$ cat src/hw/rtl/pmt_pkg.sv
// Shared types and constants for the PS/2 mouse packet tracker.
package pmt_pkg;

  // Packet ring; holds at most QUEUE_DEPTH-1 packets
  localparam int QUEUE_DEPTH = 32;
  localparam int QPTR_W      = (QUEUE_DEPTH > 1) ? $clog2(QUEUE_DEPTH) : 1;

  // Op queue between front and back
  localparam int OPQ_DEPTH  = 4;
  localparam int OPQ_PTR_W  = $clog2(OPQ_DEPTH);
  localparam int OPQ_CNT_W  = $clog2(OPQ_DEPTH + 1);

  // Result queue on the output side
  localparam int RES_DEPTH  = 4;
  localparam int RES_PTR_W  = $clog2(RES_DEPTH);
  localparam int RES_CNT_W  = $clog2(RES_DEPTH + 1);

  // Input commands
  localparam logic [1:0] CMD_BYTE = 2'd0;
  localparam logic [1:0] CMD_READ = 2'd1;
  localparam logic [1:0] CMD_SET  = 2'd2;

  // Config register indexes
  localparam logic [1:0] CFG_CLAMP  = 2'd0;
  localparam logic [1:0] CFG_WIDTH  = 2'd1;
  localparam logic [1:0] CFG_HEIGHT = 2'd2;

  // Op kinds handed from front to back
  localparam logic OP_PUSH = 1'b0;
  localparam logic OP_READ = 1'b1;

  typedef struct packed {
    logic [2:0]         buttons;
    logic signed [15:0] pos_x;
    logic signed [15:0] pos_y;
  } pkt_t;

  typedef struct packed {
    logic kind;
    pkt_t pkt;
  } op_t;

  typedef struct packed {
    logic        clamp_enable;
    logic [14:0] screen_width;
    logic [14:0] screen_height;
  } cfg_t;

endpackage

$ cat src/hw/rtl/pmt_front.sv
// Front end: byte parser, cursor update and op classification.
module pmt_front (
  input  logic               clk,
  input  logic               rst_n,
  input  pmt_pkg::cfg_t      cfg,
  input  logic               take,
  input  logic [1:0]         command,
  input  logic [7:0]         data_byte,
  input  logic               from_aux,
  input  logic signed [15:0] set_x,
  input  logic signed [15:0] set_y,
  output logic               op_enq,
  output pmt_pkg::op_t       op
);
  import pmt_pkg::*;

  localparam logic [1:0] PH_FIRST = 2'd0;
  localparam logic [1:0] PH_DX    = 2'd1;
  localparam logic [1:0] PH_DY    = 2'd2;

  logic [1:0]         phase_r, phase_nxt;
  logic [2:0]         buttons_r, buttons_nxt;
  logic [7:0]         delta_x_r, delta_x_nxt;
  logic signed [15:0] cursor_x_r, cursor_x_nxt;
  logic signed [15:0] cursor_y_r, cursor_y_nxt;
  logic signed [16:0] sum_x, sum_y;
  logic signed [15:0] new_x, new_y;
  logic               byte_ok;

  // Floor at 0, ceiling at size-1 (size 0 acts as 1) or 32767 unclamped
  function automatic logic signed [15:0] limit(input logic signed [16:0] v,
                                               input logic [14:0] size,
                                               input logic en);
    logic [14:0]        top;
    logic signed [16:0] r;
    if (!en) begin
      top = 15'h7FFF;
    end else if (size == 15'd0) begin
      top = 15'd0;
    end else begin
      top = size - 15'd1;
    end
    r = v;
    if (v < 17'sd0) begin
      r = 17'sd0;
    end else if (v > $signed({2'b00, top})) begin
      r = $signed({2'b00, top});
    end
    return r[15:0];
  endfunction

  assign sum_x = {cursor_x_r[15], cursor_x_r} + {{9{delta_x_r[7]}}, delta_x_r};
  assign sum_y = {cursor_y_r[15], cursor_y_r} - {{9{data_byte[7]}}, data_byte};
  assign new_x = limit(sum_x, cfg.screen_width, cfg.clamp_enable);
  assign new_y = limit(sum_y, cfg.screen_height, cfg.clamp_enable);

  assign byte_ok = take && (command == CMD_BYTE) && from_aux;

  always_comb begin
    phase_nxt    = phase_r;
    buttons_nxt  = buttons_r;
    delta_x_nxt  = delta_x_r;
    cursor_x_nxt = cursor_x_r;
    cursor_y_nxt = cursor_y_r;
    if (byte_ok) begin
      unique case (phase_r)
        PH_FIRST: begin
          buttons_nxt = data_byte[2:0];
          phase_nxt   = data_byte[3] ? PH_DX : PH_FIRST;
        end
        PH_DX: begin
          delta_x_nxt = data_byte;
          phase_nxt   = PH_DY;
        end
        PH_DY: begin
          cursor_x_nxt = new_x;
          cursor_y_nxt = new_y;
          phase_nxt    = PH_FIRST;
        end
        default: phase_nxt = PH_FIRST;
      endcase
    end else if (take && (command == CMD_SET)) begin
      cursor_x_nxt = set_x;
      cursor_y_nxt = set_y;
    end
  end

  always_ff @(posedge clk) begin
    if (!rst_n) begin
      phase_r    <= PH_FIRST;
      buttons_r  <= '0;
      delta_x_r  <= '0;
      cursor_x_r <= '0;
      cursor_y_r <= '0;
    end else begin
      phase_r    <= phase_nxt;
      buttons_r  <= buttons_nxt;
      delta_x_r  <= delta_x_nxt;
      cursor_x_r <= cursor_x_nxt;
      cursor_y_r <= cursor_y_nxt;
    end
  end

  // Completed packets and read requests go on to the back end, in order
  assign op_enq = (byte_ok && (phase_r == PH_DY)) || (take && (command == CMD_READ));
  assign op.kind        = (command == CMD_READ) ? OP_READ : OP_PUSH;
  assign op.pkt.buttons = buttons_r;
  assign op.pkt.pos_x   = new_x;
  assign op.pkt.pos_y   = new_y;

endmodule

$ cat src/hw/rtl/pmt_opq.sv
// Short op queue decoupling the front end from the back end.
module pmt_opq (
  input  logic         clk,
  input  logic         rst_n,
  input  logic         enq,
  input  pmt_pkg::op_t din,
  output logic         full,
  input  logic         deq,
  output pmt_pkg::op_t dout,
  output logic         empty
);
  import pmt_pkg::*;

  op_t                  slot_r [OPQ_DEPTH];
  logic [OPQ_PTR_W-1:0] wr_r, rd_r;
  logic [OPQ_CNT_W-1:0] cnt_r;
  logic                 do_enq, do_deq;

  assign full   = (cnt_r == OPQ_CNT_W'(OPQ_DEPTH));
  assign empty  = (cnt_r == '0);
  assign do_enq = enq && !full;
  assign do_deq = deq && !empty;
  assign dout   = slot_r[rd_r];

  always_ff @(posedge clk) begin
    if (do_enq) begin
      slot_r[wr_r] <= din;
    end
  end

  always_ff @(posedge clk) begin
    if (!rst_n) begin
      wr_r  <= '0;
      rd_r  <= '0;
      cnt_r <= '0;
    end else begin
      if (do_enq) begin
        wr_r <= wr_r + 1'b1;
      end
      if (do_deq) begin
        rd_r <= rd_r + 1'b1;
      end
      if (do_enq && !do_deq) begin
        cnt_r <= cnt_r + 1'b1;
      end else if (do_deq && !do_enq) begin
        cnt_r <= cnt_r - 1'b1;
      end
    end
  end

endmodule

$ cat src/hw/rtl/pmt_back.sv
// Back end: packet ring memory, read stage and result queue.
module pmt_back (
  input  logic               clk,
  input  logic               rst_n,
  input  logic               op_valid,
  input  pmt_pkg::op_t       op,
  output logic               op_deq,
  output logic               empty,
  input  logic               pop,
  output logic               out_packet_valid,
  output logic [2:0]         out_buttons,
  output logic signed [15:0] out_pos_x,
  output logic signed [15:0] out_pos_y
);
  import pmt_pkg::*;

  typedef struct packed {
    logic packet_valid;
    pkt_t pkt;
  } res_t;

  pkt_t                 ring [QUEUE_DEPTH];
  logic [QPTR_W-1:0]    head_r, tail_r, head_inc, tail_inc;
  logic                 ring_empty, do_push, do_read, credit_ok;

  pkt_t                 rd_data_r;
  logic                 rd_valid_r, rd_hit_r;

  res_t                 res_r [RES_DEPTH];
  logic [RES_PTR_W-1:0] res_wr_r, res_rd_r;
  logic [RES_CNT_W-1:0] res_cnt_r;
  logic                 res_pop;
  res_t                 res_in;

  assign head_inc   = (head_r == QPTR_W'(QUEUE_DEPTH - 1)) ? '0 : head_r + 1'b1;
  assign tail_inc   = (tail_r == QPTR_W'(QUEUE_DEPTH - 1)) ? '0 : tail_r + 1'b1;
  assign ring_empty = (head_r == tail_r);

  // A read may only issue if its result is sure of a slot
  assign credit_ok = (res_cnt_r + RES_CNT_W'(rd_valid_r)) < RES_CNT_W'(RES_DEPTH);
  assign do_push   = op_valid && (op.kind == OP_PUSH);
  assign do_read   = op_valid && (op.kind == OP_READ) && credit_ok;
  assign op_deq    = do_push || do_read;

  always_ff @(posedge clk) begin
    if (do_push) begin
      ring[head_r] <= op.pkt;
    end
    if (do_read) begin
      rd_data_r <= ring[tail_r];
    end
  end

  always_ff @(posedge clk) begin
    if (!rst_n) begin
      head_r     <= '0;
      tail_r     <= '0;
      rd_valid_r <= 1'b0;
      rd_hit_r   <= 1'b0;
    end else begin
      rd_valid_r <= do_read;
      rd_hit_r   <= do_read && !ring_empty;
      if (do_push) begin
        head_r <= head_inc;
        // full ring: oldest packet is overwritten
        if (head_inc == tail_r) begin
          tail_r <= tail_inc;
        end
      end else if (do_read && !ring_empty) begin
        tail_r <= tail_inc;
      end
    end
  end

  // Result queue
  assign res_in.packet_valid = rd_hit_r;
  assign res_in.pkt          = rd_hit_r ? rd_data_r : '0;
  assign empty               = (res_cnt_r == '0);
  assign res_pop             = pop && !empty;

  always_ff @(posedge clk) begin
    if (rd_valid_r) begin
      res_r[res_wr_r] <= res_in;
    end
  end

  always_ff @(posedge clk) begin
    if (!rst_n) begin
      res_wr_r  <= '0;
      res_rd_r  <= '0;
      res_cnt_r <= '0;
    end else begin
      if (rd_valid_r) begin
        res_wr_r <= res_wr_r + 1'b1;
      end
      if (res_pop) begin
        res_rd_r <= res_rd_r + 1'b1;
      end
      if (rd_valid_r && !res_pop) begin
        res_cnt_r <= res_cnt_r + 1'b1;
      end else if (res_pop && !rd_valid_r) begin
        res_cnt_r <= res_cnt_r - 1'b1;
      end
    end
  end

  assign out_packet_valid = res_r[res_rd_r].packet_valid;
  assign out_buttons      = res_r[res_rd_r].pkt.buttons;
  assign out_pos_x        = res_r[res_rd_r].pkt.pos_x;
  assign out_pos_y        = res_r[res_rd_r].pkt.pos_y;

  // A beat leaving the read stage always finds a free slot
  a_res_room: assert property (@(posedge clk) disable iff (!rst_n)
    rd_valid_r |-> (res_cnt_r < RES_CNT_W'(RES_DEPTH)))
    else $error("result queue overrun");

  // Ring is never empty straight after a push
  a_push_nonempty: assert property (@(posedge clk) disable iff (!rst_n)
    do_push |=> (head_r != tail_r))
    else $error("ring empty after push");

  // A read of an empty ring leaves the tail alone
  a_empty_read: assert property (@(posedge clk) disable iff (!rst_n)
    (do_read && ring_empty) |=> $stable(tail_r))
    else $error("tail moved on empty read");

  // Hit results only come from a non-empty ring
  a_hit_src: assert property (@(posedge clk) disable iff (!rst_n)
    (do_read && ring_empty) |=> (rd_valid_r && !rd_hit_r))
    else $error("hit reported on empty ring");

endmodule

$ cat src/hw/rtl/ps2_mouse_packet_tracker.sv
// PS/2 mouse packet tracker: top level with config registers.
// Throughput: one beat per clock; a read waits in the op queue while the 4-deep result queue
//   has no slot free (the beat in the read stage counts); input stalls once the op queue fills.
// Path: a read result passes the op queue, the ring read stage and the result queue before it
//   can be popped; a packet passes the op queue on its way to the ring, bytes and sets act at once.
// Reset (sync, active low): parser at first byte, cursor 0,0, queues empty, clamp on 640x480.
module ps2_mouse_packet_tracker (
  input  logic               clk,
  input  logic               rst_n,
  // input channel
  input  logic               push,
  output logic               full,
  input  logic [1:0]         in_command,
  input  logic [7:0]         in_data_byte,
  input  logic               in_from_aux,
  input  logic signed [15:0] in_set_x,
  input  logic signed [15:0] in_set_y,
  // result channel
  output logic               empty,
  input  logic               pop,
  output logic               out_packet_valid,
  output logic [2:0]         out_buttons,
  output logic signed [15:0] out_pos_x,
  output logic signed [15:0] out_pos_y,
  // config write channel
  input  logic               cfg_valid,
  output logic               cfg_ready,
  input  logic [1:0]         cfg_index,
  input  logic [14:0]        cfg_data
);
  import pmt_pkg::*;

  cfg_t cfg_r;
  logic take;
  logic op_enq, op_full, op_empty, op_deq;
  op_t  op_in, op_out;

  // Config registers; writes are always taken, unknown indexes ignored
  assign cfg_ready = 1'b1;

  always_ff @(posedge clk) begin
    if (!rst_n) begin
      cfg_r.clamp_enable  <= 1'b1;
      cfg_r.screen_width  <= 15'd640;
      cfg_r.screen_height <= 15'd480;
    end else if (cfg_valid) begin
      case (cfg_index)
        CFG_CLAMP:  cfg_r.clamp_enable  <= cfg_data[0];
        CFG_WIDTH:  cfg_r.screen_width  <= cfg_data;
        CFG_HEIGHT: cfg_r.screen_height <= cfg_data;
        default: ;
      endcase
    end
  end

  // Front end stalls only on a full op queue
  assign full = op_full;
  assign take = push && !op_full;

  pmt_front u_front (
    .clk       (clk),
    .rst_n     (rst_n),
    .cfg       (cfg_r),
    .take      (take),
    .command   (in_command),
    .data_byte (in_data_byte),
    .from_aux  (in_from_aux),
    .set_x     (in_set_x),
    .set_y     (in_set_y),
    .op_enq    (op_enq),
    .op        (op_in)
  );

  pmt_opq u_opq (
    .clk   (clk),
    .rst_n (rst_n),
    .enq   (op_enq),
    .din   (op_in),
    .full  (op_full),
    .deq   (op_deq),
    .dout  (op_out),
    .empty (op_empty)
  );

  pmt_back u_back (
    .clk              (clk),
    .rst_n            (rst_n),
    .op_valid         (!op_empty),
    .op               (op_out),
    .op_deq           (op_deq),
    .empty            (empty),
    .pop              (pop),
    .out_packet_valid (out_packet_valid),
    .out_buttons      (out_buttons),
    .out_pos_x        (out_pos_x),
    .out_pos_y        (out_pos_y)
  );

endmodule
$ cat config.mk
export PLATFORM = sky130hd
export DESIGN_NAME = ps2_mouse_packet_tracker
export DESIGN_NICKNAME = d
export VERILOG_FILES = /design/src/hw/rtl/pmt_pkg.sv /design/src/hw/rtl/pmt_front.sv /design/src/hw/rtl/pmt_opq.sv /design/src/hw/rtl/pmt_back.sv /design/src/hw/rtl/ps2_mouse_packet_tracker.sv
export SDC_FILE = /design/constraint.sdc
export NUM_CORES = 2
export LEC_CHECK = 0
export BUFFER_PORTS_ARGS = -buffer_cell sky130_fd_sc_hd__clkbuf_2
export CAP_MARGIN = 5
export CORE_ASPECT_RATIO = 0.6
export CORE_MARGIN = 5
export CORE_UTILIZATION = 40
export DETAILED_ROUTE_END_ITERATION = 12
export PLACE_DENSITY = 0.67
export SETUP_SLACK_MARGIN = 0.5
export SYNTH_ARGS = -nofsm -noshare
export SYNTH_HDL_FRONTEND = slang
export SYNTH_SLANG_ARGS = --single-unit
$ cat constraint.sdc
create_clock -name clk -period 4.87 [get_ports clk]
set_input_delay 1.2175 -clock clk [delete_from_list [all_inputs] [get_ports clk]]
set_output_delay 1.2175 -clock clk [all_outputs]
set_load 0.005 [all_outputs]
==> metrics.md <==
| Metric | Value |
|---|---|
| Worst-path fanout max | `6` |
| CP required | `5.37 ns` |
| Root buf cell | `clkbuf_16` |
| Final WL | `152 mm` |
| Crit-path cells | `buf_6 > ha_4 > fa_2 > nor2b_4 > o31a_1 > o31ai_4 > a21o_1 > nor3_2 > a311o_1 > ha_4 > nand3_4 > nor4_4 > nand2_1 > a21oi_2 > o21ai_2 > a211oi_4 > buf_6 > mux2i_4 > nor2_4` |
| Post-Route Utilization | `46.4%` |
| Setup TNS after final layout | `0 ns` |
| Yosys Warn Count | `0` |
| Antenna violations before repair | `5` |
| Post-synth top cells | `edfxtp_1 (1,443), mux4_2 (422), nor2_1 (136)` |
| P_sw | `approximately 8.6 mW` |
| Gr usage total | `between 10% and 20%` |
| Pwr dens | `458 nW/um2` |
| Comb pwr share | `approximately 17%` |
| Final min period | `between 4 and 5 ns` |
| Pwr Total | `32.5 mW` |
| Layout cells sized above 1 | `31.0%` |
| Largest net degree at the start of global routing | `118` |
| # H-tree levels | `4` |
| CTS tree | `built` |
| Cell Area, Placed | `66,100 um2` |
| Area leader, netlist | `edfxtp_1` |
| First-pass GRT wire length | `218 mm` |
| Design area | `71,000 um2` |
| Slowest-stage cell, CP | `a311o_1` |
| RSZ-0062 raised after global routing | `true` |
| Worst Path Arrival | `4.88 ns` |
| Worst-path clk slew | `0.07 ns` |
| Normalized max-slew margin | `26.0%` |
| Vias in the first global route | `30,391` |
| Wire per inst | `between 20 and 30 um` |
| Clk network pwr share | `31.8%` |
| EDFF count, synth | `1,443` |
| Power Internal | `~24 mW` |
| Async SR Flop Fraction | `0%` |
| IO Pins | `104` |
| Vias | `31,373` |
| Final setup fails | `0` |
| Max-cap violation count | `0` |
| Leak | `~22 nW` |
| Placed Cells | `5,209` |
| DRT iter0 DRCs | `between 3,000 and 4,000` |
| Number of vias per cell | `between 5 and 6` |
| Most used DFF post-synth | `edfxtp_1` |
| Post-Synthesis Cells | `3,052` |
| Rows | `111` |
| Post-DP HPWL | `90.7 mm` |
| Worst Tran Pin Value | `1.11 ns` |
| Final non-filler cell total | `5,463` |
| Synth Cell Area | `61,800 um2` |
| Synth area leaders | `edfxtp_1 (70%), mux4_2 (15%), dfxtp_1 (3.4%)` |
| Layout Nets | `3,474` |
| Most common cell in the synthesized netlist | `edfxtp_1` |
| Hold Violations, Final | `0` |
| Final ANT Viol Nets | `0` |
| Worst vdd ir | `330 uV` |
| Top cell type's share of synthesized area | `between 70% and 80%` |
| Startpoint types | `primary input` |
| RD Place Congestion | `0.908` |
| # DRC | `0` |
| WP buf/inv | `2` |
| Clk buf depth | `3` |
| Critical Path End Type | `flip-flop` |
| Synth Register Bits | `1,549` |
| Port bufs | `102` |
| Core Region | `153,000 um2` |
| Post-route clock skew | `0.0323 ns` |
| 1st-pass router iterations | `5` |
| Critical path class | `primary input to flip-flop` |
| CTS sink count | `1,549` |
| Period utilization | `89.8%` |
| CP max stage delay | `0.37 ns` |
| Initial core utilization | `40.4%` |
| Seq/Total Area, Yosys | `73.6%` |
| Crit-path leading delay family | `compound AO/OA/AOI/OAI gates` |
| Reg power frac | `51.6%` |
| Peak Freq | `229 MHz` |
| Hold Path Class | `flip-flop to flip-flop` |
| Die Span X | `517 um` |
| Die area | `163,000 um2` |
| CTS buffer count | `134` |
| Grt ovf | `0` |
| Synth-to-layout area growth | `14.9%` |
| Max-slew violation count | `0` |
| Netlist cell types | `66` |
| Status | `completed` |
| Switch share | `26.5%` |
| Worst-Skew Late Latency | `0.77 ns` |
| Die extent in y | `~310 um` |
| Syn_area_per_cell | `just over 20 um2` |
## final timing paths
| check | start | end | slack [ns] | depth (start not counted) |
|---|---|---|---|---|
| hold / removal | cfg_r[1] | cfg_r[1] | 0.48 | 2 |
| setup / recovery | in_data_byte[0] | u_opq.slot_r[3][2] | 0.50 | 19 |
| setup reg to reg | cfg_r[0] | u_opq.slot_r[3][2] | 0.59 | 18 |
| hold reg to reg | cfg_r[1] | cfg_r[1] | 0.48 | 2 |
## through the flow
| stage | hold WS, ns | setup WS (ns) |
|---|---|---|
| floorplan | 0.446 | 0.0139 |
| global placement | 0.464 | -0.437 |
| detailed placement | 0.470 | -0.541 |
| CTS | 0.478 | 0.511 |
| global route | 0.519 | 0.382 |
| finish | 0.482 | 0.497 |
## cell usage in the layout (no fill, tap or decap), types with 8 or more instances in the layout
| cell type | n |
|---|---|
| nand2_1 | 95 |
| ha_4 | 11 |
| buf_12 | 25 |
| clkbuf_1 | 28 |
| nor3_1 | 16 |
| mux4_2 | 422 |
| and2_2 | 8 |
| o21ai_1 | 21 |
| nor2_1 | 89 |
| dfxtp_1 | 95 |
| nor2_4 | 37 |
| nor2_2 | 11 |
| edfxtp_1 | 1443 |
| xor2_1 | 22 |
| clkbuf_16 | 137 |
| buf_4 | 134 |
| nand3b_1 | 12 |
| and3_1 | 8 |
| o21ai_0 | 59 |
| o21a_1 | 12 |
| and2_1 | 40 |
| mux2i_1 | 37 |
| a22oi_1 | 31 |
| xnor2_1 | 36 |
| clkinv_2 | 16 |
| clkbuf_2 | 96 |
| mux2_2 | 36 |
| clkinv_1 | 30 |
| a21oi_1 | 54 |
| inv_1 | 61 |
| ha_1 | 67 |
| mux2i_4 | 11 |
| nand3_1 | 19 |
| buf_6 | 13 |
| a21o_1 | 9 |
| conb_1 | 9 |
## registers in the layout, summed over array words and instances (netlist names), named ones only
name                count
u_opq.slot_r          144
u_back.rd_hit_r         1
u_back.ring          1120
u_front.delta_x_r       8
u_opq.cnt_r             3
cfg_r                  31
u_back.tail_r           5
u_back.res_rd_r         2
u_opq.rd_r              2
u_back.rd_valid_r       1
u_back.res_wr_r         2
u_back.res_r          144
u_front.phase_r         2
u_front.cursor_y_r     16
u_front.buttons_r       3
u_opq.wr_r              2
u_back.res_cnt_r        3
u_front.cursor_x_r     16
u_back.rd_data_r       35
u_back.head_r           5
## power groups by stage
stage | logic (mW) | registers [mW] | clock network, mW
global placement | 5.21 | 17.0 | 0
floorplan | 3.29 | 16.8 | 0
CTS | 5.33 | 16.8 | 10.5
global route | 5.85 | 16.8 | 11.1
finish | 5.42 | 16.8 | 10.3
detailed placement | 5.31 | 17.1 | 0
## worst reg2reg max path: stages, from the launching register on
cell      delay (ns)
dfxtp_1         0.35
inv_1           0.09
ha_1            0.19
nand2_1         0.12
or4_4           0.50
nor4_1          0.25
xnor2_1         0.12
o21ai_0         0.30
inv_1           0.14
ha_4            0.30
nand3_4         0.09
nor4_4          0.30
nand2_1         0.13
a21oi_2         0.15
o21ai_2         0.08
a211oi_4        0.31
buf_6           0.24
mux2i_4         0.31
nor2_4          0.06
## area by class of cell
type	count	area (um2)
fillers	12607	82000
well taps	2034	2540
repair buffers	269	2160
clock buffers	166	3540
inverters	67	260
diodes	3	7.51
clock inverters	72	616
multi-input cells	1303	16400
flip-flops and latches	1549	45500
## metal layers
layer,part of all wire (%),up-vias,track usage [%]
li1,-,13030,-
met2,42,1428,24.8
met3,11,149,5.45
met1,46,16762,29.7
met4,1.3,4,3.66
met5,0.022,-,0
## repair_timing
action | CTS | global route
hold buffers | 0 | 0
setup endpoints to repair | 77 | 149
pin swaps | 2 | 35
cloned | 0 | 1
resized for setup | 11 | 130
buffers inserted | 0 | 12
endpoints found under the hold margin | 0 | 0
## cells by family after synthesis
logic type	after synthesis	share of synthesized area, %
xor gates and xnor gates	61	0.865
adders and majority gates	85	1.77
muxes	512	16.9
other	2	0.0122
and+or+nand+nor	399	3.13
buffers and inverters	207	1.35
DFF	1549	73.6
AOI/OAI and AO/OA	237	2.39
(Power assumes the default switching activity.)
